==> src/assert_macros.svh <==
// Assertion macros shared by the receive FIFO and the top level.
`ifndef ASSERT_MACROS_SVH
`define ASSERT_MACROS_SVH

`ifndef NO_ASSERTIONS

// Property checked on every rising edge of clk, off while rst_n is low.
`define URF_ASSERT(lbl, prop) \
    lbl: assert property (@(posedge clk) disable iff (!rst_n) prop) \
    else $error("urf assertion failed");

// Same-cycle implication, checked on every rising edge of clk.
`define URF_ASSERT_IMP(lbl, ante, cons) \
    lbl: assert property (@(posedge clk) disable iff (!rst_n) (ante) |-> (cons)) \
    else $error("urf assertion failed");

`else

`define URF_ASSERT(lbl, prop)
`define URF_ASSERT_IMP(lbl, ante, cons)

`endif

`endif

==> src/urf_pkg.sv <==
// Shared types, codes and constants of the 8250 UART register file.
`timescale 1ns / 1ps

package urf_pkg;

    localparam int FifoDepth = 256;
    localparam int PtrW      = $clog2(FifoDepth);

    typedef logic [PtrW-1:0] ptr_t;

    typedef enum logic [1:0] {
        CMD_READ    = 2'd0,
        CMD_WRITE   = 2'd1,
        CMD_RX_BYTE = 2'd2,
        CMD_TICK    = 2'd3
    } cmd_t;

    // register offsets
    localparam logic [2:0] PORT_DATA = 3'd0;
    localparam logic [2:0] PORT_IER  = 3'd1;
    localparam logic [2:0] PORT_IIR  = 3'd2;
    localparam logic [2:0] PORT_LCR  = 3'd3;
    localparam logic [2:0] PORT_MCR  = 3'd4;
    localparam logic [2:0] PORT_LSR  = 3'd5;
    localparam logic [2:0] PORT_MSR  = 3'd6;
    localparam logic [2:0] PORT_SCR  = 3'd7;

    localparam int LCR_DLAB_BIT = 7;
    localparam int MCR_LOOP_BIT = 4;

    localparam logic [7:0] LSR_DR        = 8'h01;
    localparam logic [7:0] LSR_OE        = 8'h02;
    localparam logic [7:0] LSR_THRE      = 8'h20;
    localparam logic [7:0] LSR_TEMT      = 8'h40;
    localparam logic [7:0] LSR_READ_KEEP = 8'he1;
    localparam logic [7:0] LSR_RESET     = 8'h60;
    localparam logic [7:0] MSR_KEEP      = 8'hf0;
    localparam logic [7:0] IIR_RESET     = 8'h01;
    localparam logic [7:0] READ_IDLE     = 8'hff;

    typedef struct packed {
        logic       push;
        logic       pop;
        logic [7:0] wdata;
    } fifo_ctl_t;

    typedef struct packed {
        logic empty;
        logic full;
    } fifo_stat_t;

    typedef struct packed {
        logic [7:0] read_data;
        logic       tx_valid;
        logic [7:0] tx_byte;
        logic       rx_dropped;
    } result_t;

    function automatic ptr_t ring_next(ptr_t p);
        ring_next = (p == ptr_t'(FifoDepth - 1)) ? '0 : ptr_t'(p + 1'b1);
    endfunction

endpackage

==> src/urf_rx_fifo.sv <==
// Receive FIFO: ring memory with head/tail pointers and registered read (the RBR).
`timescale 1ns / 1ps
`include "assert_macros.svh"

module urf_rx_fifo (
    input  logic                   clk,
    input  logic                   rst_n,
    input  urf_pkg::fifo_ctl_t     ctl,
    output urf_pkg::fifo_stat_t    stat,
    output logic [7:0]             rx_buf
);
    import urf_pkg::*;

    logic [7:0] mem [FifoDepth];
    ptr_t       head_reg, head_next;
    ptr_t       tail_reg, tail_next;
    logic [7:0] rdata_reg;
    logic       wr_en, rd_en;

    assign stat.empty = (head_reg == tail_reg);
    assign stat.full  = (ring_next(head_reg) == tail_reg);

    assign wr_en = ctl.push && !stat.full;
    assign rd_en = ctl.pop && !stat.empty;

    always_comb
    begin
        head_next = wr_en ? ring_next(head_reg) : head_reg;
        tail_next = rd_en ? ring_next(tail_reg) : tail_reg;
    end

    always_ff @(posedge clk or negedge rst_n)
    begin
        if (!rst_n)
        begin
            head_reg  <= '0;
            tail_reg  <= '0;
            rdata_reg <= '0;
        end
        else
        begin
            head_reg <= head_next;
            tail_reg <= tail_next;
            if (rd_en)
            begin
                rdata_reg <= mem[tail_reg];
            end
        end
    end

    // only occupied entries are read, so head never collides with tail here
    always_ff @(posedge clk)
    begin
        if (wr_en)
        begin
            mem[head_reg] <= ctl.wdata;
        end
    end

    assign rx_buf = rdata_reg;

    `URF_ASSERT(a_push_pop_exclusive, !(ctl.push && ctl.pop))
    `URF_ASSERT(a_drop_keeps_head, (ctl.push && stat.full) |=> (head_reg == $past(head_reg)))
    `URF_ASSERT(a_pop_moves_tail, (ctl.pop && !stat.empty) |=> (tail_reg != $past(tail_reg)))

endmodule

==> src/uart_8250_register_file_top.sv <==
// Top level of the 8250 UART register file with receive FIFO.
// An accepted word's result is registered in the output register, or in the skid entry while the output is held.
// Throughput: one word per cycle while in_stall is low; the FIFO memory sees at most one access per word.
// A two-entry output stage (register plus skid) keeps input stall registered.
// Reset (rst_n low, async): registers to 8250 defaults, FIFO empty, no results.
`timescale 1ns / 1ps
`include "assert_macros.svh"

module uart_8250_register_file_top (
    input  logic       clk,
    input  logic       rst_n,
    // config channel
    input  logic       cfg_valid,
    output logic       cfg_ready,
    input  logic       cfg_data,
    // input channel
    input  logic       in_valid,
    output logic       in_stall,
    input  logic [1:0] cmd,
    input  logic [2:0] port,
    input  logic [7:0] data,
    // output channel
    output logic       out_valid,
    input  logic       out_stall,
    output logic [7:0] read_data,
    output logic       tx_valid,
    output logic [7:0] tx_byte,
    output logic       rx_dropped
);
    import urf_pkg::*;

    // config and register state
    logic       tx_link_reg;
    logic [7:0] dll_reg, dll_next;
    logic [7:0] dlm_reg, dlm_next;
    logic [7:0] ier_reg, ier_next;
    logic [7:0] lcr_reg, lcr_next;
    logic [7:0] mcr_reg, mcr_next;
    logic [7:0] lsr_reg, lsr_next;
    logic [7:0] msr_reg, msr_next;
    logic [7:0] scr_reg, scr_next;

    // output stage
    logic    out_valid_reg, out_valid_next;
    logic    skid_valid_reg, skid_valid_next;
    result_t out_data_reg, out_data_next;
    result_t skid_data_reg, skid_data_next;

    fifo_ctl_t  fifo_ctl;
    fifo_stat_t fifo_stat;
    logic [7:0] rx_buf;

    logic       accept;
    logic       out_take;
    cmd_t       cmd_c;
    logic       dlab;
    logic [7:0] loop_m;
    logic [7:0] msr_eff;
    logic [7:0] lsr_rd;
    result_t    res;

    assign cfg_ready = 1'b1;
    assign in_stall  = skid_valid_reg;
    assign accept    = in_valid && !in_stall;
    assign out_take  = out_valid_reg && !out_stall;
    assign cmd_c     = cmd_t'(cmd);
    assign dlab      = lcr_reg[LCR_DLAB_BIT];

    // modem status as seen by a read, loopback applied
    assign loop_m  = {mcr_reg[3:0], 4'b0000};
    assign msr_eff = mcr_reg[MCR_LOOP_BIT] ? (((msr_reg ^ loop_m) >> 4) | loop_m) : msr_reg;
    assign lsr_rd  = lsr_reg | LSR_THRE;

    assign fifo_ctl.push  = accept && (cmd_c == CMD_RX_BYTE);
    assign fifo_ctl.pop   = accept && (cmd_c == CMD_TICK);
    assign fifo_ctl.wdata = data;

    urf_rx_fifo u_rx_fifo (
        .clk    (clk),
        .rst_n  (rst_n),
        .ctl    (fifo_ctl),
        .stat   (fifo_stat),
        .rx_buf (rx_buf)
    );

    // register update and result for the word at the input
    always_comb
    begin
        dll_next = dll_reg;
        dlm_next = dlm_reg;
        ier_next = ier_reg;
        lcr_next = lcr_reg;
        mcr_next = mcr_reg;
        lsr_next = lsr_reg;
        msr_next = msr_reg;
        scr_next = scr_reg;

        res.read_data  = READ_IDLE;
        res.tx_valid   = 1'b0;
        res.tx_byte    = 8'h00;
        res.rx_dropped = 1'b0;

        case (cmd_c)
            CMD_READ:
            begin
                case (port)
                    PORT_DATA:
                    begin
                        if (dlab)
                        begin
                            res.read_data = dll_reg;
                        end
                        else
                        begin
                            res.read_data = rx_buf;
                            lsr_next      = lsr_reg & ~LSR_DR;
                        end
                    end
                    PORT_IER: res.read_data = dlab ? dlm_reg : ier_reg;
                    PORT_IIR: res.read_data = IIR_RESET;
                    PORT_LCR: res.read_data = lcr_reg;
                    PORT_MCR: res.read_data = mcr_reg;
                    PORT_LSR:
                    begin
                        res.read_data = lsr_rd;
                        lsr_next      = lsr_rd & LSR_READ_KEEP;
                    end
                    PORT_MSR:
                    begin
                        res.read_data = msr_eff;
                        msr_next      = msr_eff & MSR_KEEP;
                    end
                    default: res.read_data = scr_reg;
                endcase
            end
            CMD_WRITE:
            begin
                case (port)
                    PORT_DATA:
                    begin
                        if (dlab)
                        begin
                            dll_next = data;
                        end
                        else
                        begin
                            res.tx_valid = 1'b1;
                            res.tx_byte  = data;
                            if (tx_link_reg)
                            begin
                                lsr_next = lsr_reg & ~LSR_TEMT;
                            end
                        end
                    end
                    PORT_IER:
                    begin
                        if (dlab)
                        begin
                            dlm_next = data;
                        end
                        else
                        begin
                            ier_next = data;
                        end
                    end
                    PORT_LCR: lcr_next = data;
                    PORT_MCR: mcr_next = data;
                    PORT_SCR: scr_next = data;
                    default: ;  // IIR, LSR, MSR are read-only
                endcase
            end
            CMD_RX_BYTE:
            begin
                res.rx_dropped = fifo_stat.full;
            end
            CMD_TICK:
            begin
                // FIFO moves its oldest byte into the RBR read register
                if (!fifo_stat.empty)
                begin
                    lsr_next = lsr_reg | LSR_DR | (lsr_reg[0] ? LSR_OE : 8'h00);
                end
            end
            default: ;
        endcase
    end

    // output register with skid entry
    always_comb
    begin
        out_valid_next  = out_valid_reg;
        skid_valid_next = skid_valid_reg;
        out_data_next   = out_data_reg;
        skid_data_next  = skid_data_reg;
        if (out_take)
        begin
            if (skid_valid_reg)
            begin
                out_data_next   = skid_data_reg;
                skid_valid_next = 1'b0;
            end
            else
            begin
                out_valid_next = 1'b0;
            end
        end
        if (accept)
        begin
            if (out_valid_reg && !out_take)
            begin
                skid_valid_next = 1'b1;
                skid_data_next  = res;
            end
            else
            begin
                out_valid_next = 1'b1;
                out_data_next  = res;
            end
        end
    end

    always_ff @(posedge clk or negedge rst_n)
    begin
        if (!rst_n)
        begin
            tx_link_reg    <= 1'b0;
            dll_reg        <= '0;
            dlm_reg        <= '0;
            ier_reg        <= '0;
            lcr_reg        <= '0;
            mcr_reg        <= '0;
            lsr_reg        <= LSR_RESET;
            msr_reg        <= '0;
            scr_reg        <= '0;
            out_valid_reg  <= 1'b0;
            skid_valid_reg <= 1'b0;
        end
        else
        begin
            if (cfg_valid && cfg_ready)
            begin
                tx_link_reg <= cfg_data;
            end
            if (accept)
            begin
                dll_reg <= dll_next;
                dlm_reg <= dlm_next;
                ier_reg <= ier_next;
                lcr_reg <= lcr_next;
                mcr_reg <= mcr_next;
                lsr_reg <= lsr_next;
                msr_reg <= msr_next;
                scr_reg <= scr_next;
            end
            out_valid_reg  <= out_valid_next;
            skid_valid_reg <= skid_valid_next;
        end
    end

    // result payload needs no reset
    always_ff @(posedge clk)
    begin
        out_data_reg  <= out_data_next;
        skid_data_reg <= skid_data_next;
    end

    assign out_valid  = out_valid_reg;
    assign read_data  = out_data_reg.read_data;
    assign tx_valid   = out_data_reg.tx_valid;
    assign tx_byte    = out_data_reg.tx_byte;
    assign rx_dropped = out_data_reg.rx_dropped;

    `URF_ASSERT_IMP(a_skid_needs_out, skid_valid_reg, out_valid_reg)
    `URF_ASSERT_IMP(a_tx_not_read, out_valid_reg && out_data_reg.tx_valid, out_data_reg.read_data == READ_IDLE)
    `URF_ASSERT(a_tick_overrun, (accept && cmd_c == CMD_TICK && !fifo_stat.empty && lsr_reg[0]) |=> lsr_reg[1])

endmodule

==> config.mk <==
export PLATFORM = sky130hd
export DESIGN_NAME = uart_8250_register_file_top
export DESIGN_NICKNAME = d
export VERILOG_FILES = /design/src/urf_pkg.sv /design/src/urf_rx_fifo.sv /design/src/uart_8250_register_file_top.sv
export VERILOG_INCLUDE_DIRS = /design/src /design/src/src
export SDC_FILE = /design/constraint.sdc
export NUM_CORES = 2
export LEC_CHECK = 0
export BUFFER_PORTS_ARGS = -buffer_cell sky130_fd_sc_hd__buf_2
export CAP_MARGIN = 20
export CORE_ASPECT_RATIO = 2
export CORE_MARGIN = 5
export CORE_UTILIZATION = 60
export CTS_CLUSTER_DIAMETER = 40
export DETAILED_ROUTE_END_ITERATION = 10
export MAX_ROUTING_LAYER = met4
export PLACE_DENSITY = 0.76
export REMOVE_ABC_BUFFERS = 1
export SLEW_MARGIN = 0
export SYNTH_ARGS = -nofsm -noshare
export SYNTH_HDL_FRONTEND = slang
export SYNTH_SLANG_ARGS = --single-unit
==> constraint.sdc <==
create_clock -name clk -period 3.7 [get_ports clk]
set_clock_uncertainty 0.2 [all_clocks]
set_input_delay 0.37 -clock clk [delete_from_list [all_inputs] [get_ports clk]]
set_output_delay 0.37 -clock clk [all_outputs]
set_load 0.01 [all_outputs]
# Word level (Yosys, flattened, before mapping)
# Memory sizes are Yosys's and may differ from the RTL's. A register that Yosys moved wholly into a read port is not among the register bits.
# Cells that the tools add are included.
dict set report word_totals {
  register_bits 115
  ram_bits 2048
  input_bits 19
  output_inout_bits 21
  wordCells 118
  n_memories 1
}
# name depth word_bits rd rd_ports_with_merged_regs wr line
set mem_list {}
lappend mem_list {u_rx_fifo.mem 256 8 1 1 1 urf_rx_fifo.sv:14} ;# logic [7:0] mem [FifoDepth];
dict set report op_classes {
  add_sub_neg 2
  eq_ne 23
  n_mux 32
  bitwise_logic 7
  reduce_logical 29
}
# op count
set op_table {}
lappend op_table {{$mux 18} 4}
lappend op_table {{$mux 8} 7}
lappend op_table {{$pmux 8 s7} 1}
lappend op_table {{$mux 9} 3}
lappend op_table {{$pmux 8 s3} 1}
lappend op_table {{$mux 7} 3}
lappend op_table {{$add 8x1->8 const B} 2}
lappend op_table {{$eq 8x8->1} 2}
lappend op_table {{$eq 8x8->1 const B} 2}
lappend op_table {{$ne 2x2->1 const B} 7}
lappend op_table {{$reduce_and 7->1} 2}
lappend op_table {{$eq 3x3->1 const B} 4}
lappend op_table {{$pmux 6 s2} 1}
lappend op_table {{$reduce_and 3->1} 4}
lappend op_table {{$reduce_and 4->1} 3}
lappend op_table {{$mux 1} 11}
lappend op_table {{$or 4x8->8} 1}
lappend op_table {{$or 8x2->8} 1}
lappend op_table {{$xor 8x8->8} 1}
lappend op_table {{$logic_and 1x1->1} 7}
lappend op_table {{$eq 3x2->1 const B} 2}
lappend op_table {{$logic_not 1->1} 6}
lappend op_table {{$reduce_and 6->1} 1}
lappend op_table {{$reduce_and 5->1} 1}
lappend op_table {{10 further kinds} 16}

# Longest topological paths before layout
dict set report logic_depth {
  word_depth 7
  mapped_depth 13
  mapped_depth_nobuf 8
}

# Cells and area by module
# Synthesis repeated with hierarchy kept, for this count alone.
dict set report hier_totals {
  hier_cells 4244
  area_unflattened_um2 85602.1
}
# module instances cells_per_inst area_each_um2 seq_area_each_um2
set modules_own_cells {}
lappend modules_own_cells {urf_rx_fifo 1 3877 81129.1 62099.6}
lappend modules_own_cells {uart_8250_register_file_top 1 367 4473.0 2353.5}

# Worst setup path after synthesis
# OpenSTA, ideal clock, no wires.
dict set report synth_path {
  kind {register to register}
  startpoint {register u_rx_fifo.head_reg[0]}
  endpoint {memory u_rx_fifo.mem[221][0] (enable)}
  setup_time_ns 0.370
  t_arrival_ns 2.714
  t_required_ns 3.130
  slack_ns 0.416
  path_stages_with_launch 11
  n_path_buf 2
  synth_period_minus_slack_ns 3.284
  path_cell_list {dfrtp_1 > ha_1 > nand3_1 > nor3_1 > nor2_1 > xnor2_1 > o41a_1 > buf_2 > nand4_2 > buf_2 > nor2_1}
}
dict set report synth_via {
  elab_chain_cells 7
  elab_cells_between_ends 8
  cone_classes {add/sub (1); eq/ne (2); mux (3); reduce/logical (2)}
}
# item line
set synth_rtl {}
lappend synth_rtl {{start, declared} urf_rx_fifo.sv:15} ;# ptr_t head_reg, head_next;
lappend synth_rtl {{start signal, assigned} urf_rx_fifo.sv:42} ;# head_reg <= head_next;
lappend synth_rtl {{$add 8x1->8 / $eq 8x8->1 (equally long branches)} urf_pkg.sv:60} ;# ring_next = (p == ptr_t'(FifoDepth - 1)) ? '0 : ptr_t'(p + 1'b1);
lappend synth_rtl {{$mux 8} urf_pkg.sv:60}
lappend synth_rtl {{$eq 8x8->1} urf_rx_fifo.sv:21} ;# assign stat.full = (ring_next(head_reg) == tail_reg);
lappend synth_rtl {{$logic_not 1->1} urf_rx_fifo.sv:23} ;# assign wr_en = ctl.push && !stat.full;
lappend synth_rtl {{$logic_and 1x1->1} urf_rx_fifo.sv:23}
lappend synth_rtl {{$mux 1} urf_rx_fifo.sv:54} ;# if (wr_en)
lappend synth_rtl {{$mux 1 (implied by the code)} urf_rx_fifo.sv:56} ;# mem[head_reg] <= ctl.wdata;
lappend synth_rtl {{end, declared} urf_rx_fifo.sv:14}
# Several ways; a longest one is shown, not always the timed one.

# Worst setup path in the final report
dict set report layout_path {
  startpoint {register u_rx_fifo.tail_reg[1]}
  endpoint {register u_rx_fifo.rdata_reg[5], in the netlist u_rx_fifo.rx_buf[5], read port of u_rx_fifo.mem}
}
dict set report layout_via {
  elab_chain_cells 3
}
# item line
set layout_rtl {}
lappend layout_rtl {{start, declared} urf_rx_fifo.sv:16} ;# ptr_t tail_reg, tail_next;
lappend layout_rtl {{start signal, assigned} urf_rx_fifo.sv:43} ;# tail_reg <= tail_next;
lappend layout_rtl {{$eq 8x8->1} urf_rx_fifo.sv:20} ;# assign stat.empty = (head_reg == tail_reg);
lappend layout_rtl {{$logic_not 1->1} urf_rx_fifo.sv:24} ;# assign rd_en = ctl.pop && !stat.empty;
lappend layout_rtl {{$logic_and 1x1->1} urf_rx_fifo.sv:24}
lappend layout_rtl {{end, declared} urf_rx_fifo.sv:17} ;# logic [7:0] rdata_reg;
# Several ways; a longest one is shown, not always the timed one.
# A chain may end at the register's enable or synchronous reset.

==> flow_summary.ini <==
[run_status]
status = complete, but fails checks
violations = hold timing, setup timing

[placed_design]
hpwl_mm = 158.6
port_buffers = 38
place.gp.congestion = 1.024
dpl.cell_count = 6295
placed_cell_area_um2 = 90050

[critical_path]
crit_path_start_kind = flop
endpoint_kind = flop
critPathArrivalTime_ps = 4320
reg2regPathDepth = 11
worst-path-max-fanout = 18
r2r_end = u_rx_fifo.rx_buf[5]$_DFFE_PN0P_
worstSetupPathType = flop to flop
cp.required_ps = 4230
worst_r2r_startpoint = u_rx_fifo.tail_reg[1]$_DFFE_PN0P_
rrSetupSlack_ps = -100

[clock_tree]
htree_levels = 4
cts.sinks = 2166
clock_latency_ps = 830
clk_pin_slew_worst_paths_ps = 70
cts_tree = built
cts-root-buf = clkbuf_16
cts-buffers-inserted = 181
clockBufferDepth = 4

[routing]
via_per_inst = 7.008
drc = 0
vias = 46510
detail_route.wl_per_cell_um = 36.60
drt_iter0_markers = 6427
drtAntennaViolNets = 0
wl_mm = 242.9
drt_first_pass_iters = 8

[logic_synthesis]
synth_area_leader_cell = edfxtp_1
synth_top_cell_area_share_pct = 72.74
synth-edff-count = 2066
ys_seq_area_share_pct = 75.57
syn_avg_cell_area_um2 = 19.82
ys_types = 74
postSynthCellCount = 4304
synth_ff_type = edfxtp_1
ys_seq_elements = 2166
synth_async_sr_flop_share_pct = 3.786
yosys_warnings = 0
synth_top_cells_by_count = edfxtp_1, mux4_2, nor2_1
syn_area_um2 = 85290
yosysMostFrequentCell = edfxtp_1
synthTopCellsByArea = edfxtp_1, mux4_2, mux2i_1

[cells_and_area]
final_cells = 6636
layout-area-overhead-vs-synth_pct = 13.17
final_area_um2 = 96520
fin_nets = 4651
final_layout_size_suffix_gt1_share_pct = 29.28
largest_register_ffs = 2048

[power]
p_switching_mw = 19.81
swShare_pct = 30.21
p_int_mw = 45.78
p_leak_nw = 30.90
p_total_mw = 65.60
max-vdd-ir-drop_mv = 0.4880
clock_power_share_pct = 28.8
power.density_nw_per_um2 = 679.6
seqPwrFrac_pct = 42.1
combPwrFrac_pct = 29.1

[die]
core_area_um2 = 141300
ioPinCount = 40
die-height_um = 543.2
row_count = 195
start_util_pct = 60.37
dieArea_um2 = 150200
die_w_um = 276.6

[worst_hold_path]
hp-start = data[0]
hold_end = u_rx_fifo.mem[54][0]$_DFFE_PP_
holdPathStages = 1
hold_path_class = input port to flop

[sta]
finalSetupViolCount = 12
slew_viol_final = 0
fmax_mhz = 263.4
relSlewSlack_pct = 28.65
fin_crit_ps = 3796
worst_pin_slew_ps = 1070
worst_hold_slack_ps = -10.41
fin_ws_ps = -96.26
hold_viol_final = 3
period_share_pct = 102.6
rsz0062_at_grt = yes

[grt]
antenna_found_initial = 4
grt-ovfl-total = 0
grt.total_usage_pct = 33.22
grt_max_degree = 125
grt_pass1_vias = 47570
grt_pass1_wl_mm = 345.2

[run]
cap_violations = 0
==> what timing repair did <==
| action | in CTS | in global routing |
|---|---|---|
| buffers inserted | 0 | 2 |
| hold endpoints to repair | 135 | 0 |
| endpoints found under the setup margin | 76 | 1409 |
| hold buffers | 14 | 0 |
| gates resized for setup | 20 | 174 |
==> layout make-up <==
class	count	area (µm²)
clock inverter	106	997.2
inverter	19	76.32
antenna	4	10.01
timing repair buffer	396	3923
tap	1871	2341
clock buffer	215	4751
fill	8312	44750
sequential	2166	64470
multi-input combinational	1859	19950
==> through the flow <==
stage | TNS [ps] | hold slack [ps] | util (%) | setup WS, ps
2_1_floorplan | - | -125.6 | - | -20230
3_3_place_gp | -2153 | 246.9 | 63.72 | -672.0
3_5_place_dp | -1974 | 249.1 | 63.74 | -403.4
4_1_cts | 0 | 0.9777 | 67.97 | 3.854
5_1_grt | -9843 | 38.18 | 68.32 | -165.9
6_report | -582.2 | -10.41 | 68.32 | -96.26
==> critical path, stage by stage, from the launching register on <==
cell and delay (ps):
dfrtp_4 580, buf_12 230, buf_12 190, buf_4 290
mux2i_2 510, a22o_1 320, nor3_1 110, o32ai_4 410
buf_4 180, a31o_2 150, a41oi_1 210, a41o_1 280
==> cell usage in the layout (no fill, tap or decap), types with 36 or more instances in the layout <==
master,n
a21oi_1,81
a221oi_1,36
a22oi_1,62
buf_12,72
buf_4,268
clkbuf_16,184
dfrtp_1,75
edfxtp_1,2066
mux2_2,68
mux2i_1,201
mux4_2,458
nand2_1,151
nand3_1,41
nor2_1,152
nor2_2,181
o21ai_0,72
==> cells by family after synthesis <==
| group | count (synthesis) | share of synthesized area (%) |
|---|---|---|
| muxes | 729 | 15.37 |
| AOI/OAI and AO/OA | 452 | 3.696 |
| other | 1 | 0.004397 |
| DFF | 2166 | 75.57 |
| buffers and inverters | 279 | 1.686 |
| xor gates and xnor gates | 23 | 0.2362 |
| and+or+nand+nor | 645 | 3.298 |
| adders and majority gates | 9 | 0.1320 |
==> power groups by stage <==
stage | sequential, mW | clock (mW) | combinational (mW)
floorplan | 28.6 | 0 | 6.31
global placement | 28.1 | 0 | 18.3
detailed placement | 28.1 | 0 | 18.5
CTS | 27.6 | 19.0 | 18.8
global route | 27.6 | 20.1 | 19.6
finish | 27.6 | 18.9 | 19.1
==> worst max-delay path by stage <==
| stage | startpoint | to | slack [ps] |
|---|---|---|---|
| finish | u_rx_fifo.tail_reg[1]$_DFFE_PN0P_ | u_rx_fifo.rx_buf[5]$_DFFE_PN0P_ | -100 |
| global route | u_rx_fifo.head_reg[1]$_DFFE_PN0P_ | u_rx_fifo.mem[92][2]$_DFFE_PP_ | -170 |
| CTS | u_rx_fifo.tail_reg[0]$_DFFE_PN0P_ | u_rx_fifo.rx_buf[3]$_DFFE_PN0P_ | 4 |
| detailed placement | u_rx_fifo.tail_reg[0]$_DFFE_PN0P_ | u_rx_fifo.rx_buf[5]$_DFFE_PN0P_ | -400 |
| global placement | u_rx_fifo.tail_reg[0]$_DFFE_PN0P_ | u_rx_fifo.rx_buf[7]$_DFFE_PN0P_ | -670 |
| floorplan | u_rx_fifo.tail_reg[0]$_DFFE_PN0P_ | u_rx_fifo.rx_buf[3]$_DFFE_PN0P_ | -20230 |
==> per-layer routing <==
layer	wire [µm]	share of wire (%)	up-vias	GRT usage, %
met5	0	0	-	-
met4	23830	9.8	0	24.32
met3	22600	9.3	960	5.402
met2	124600	51	3547	55.48
met1	71880	30	23740	36.17
li1	-	-	18260	-
Power figures use the tool's default switching activity.
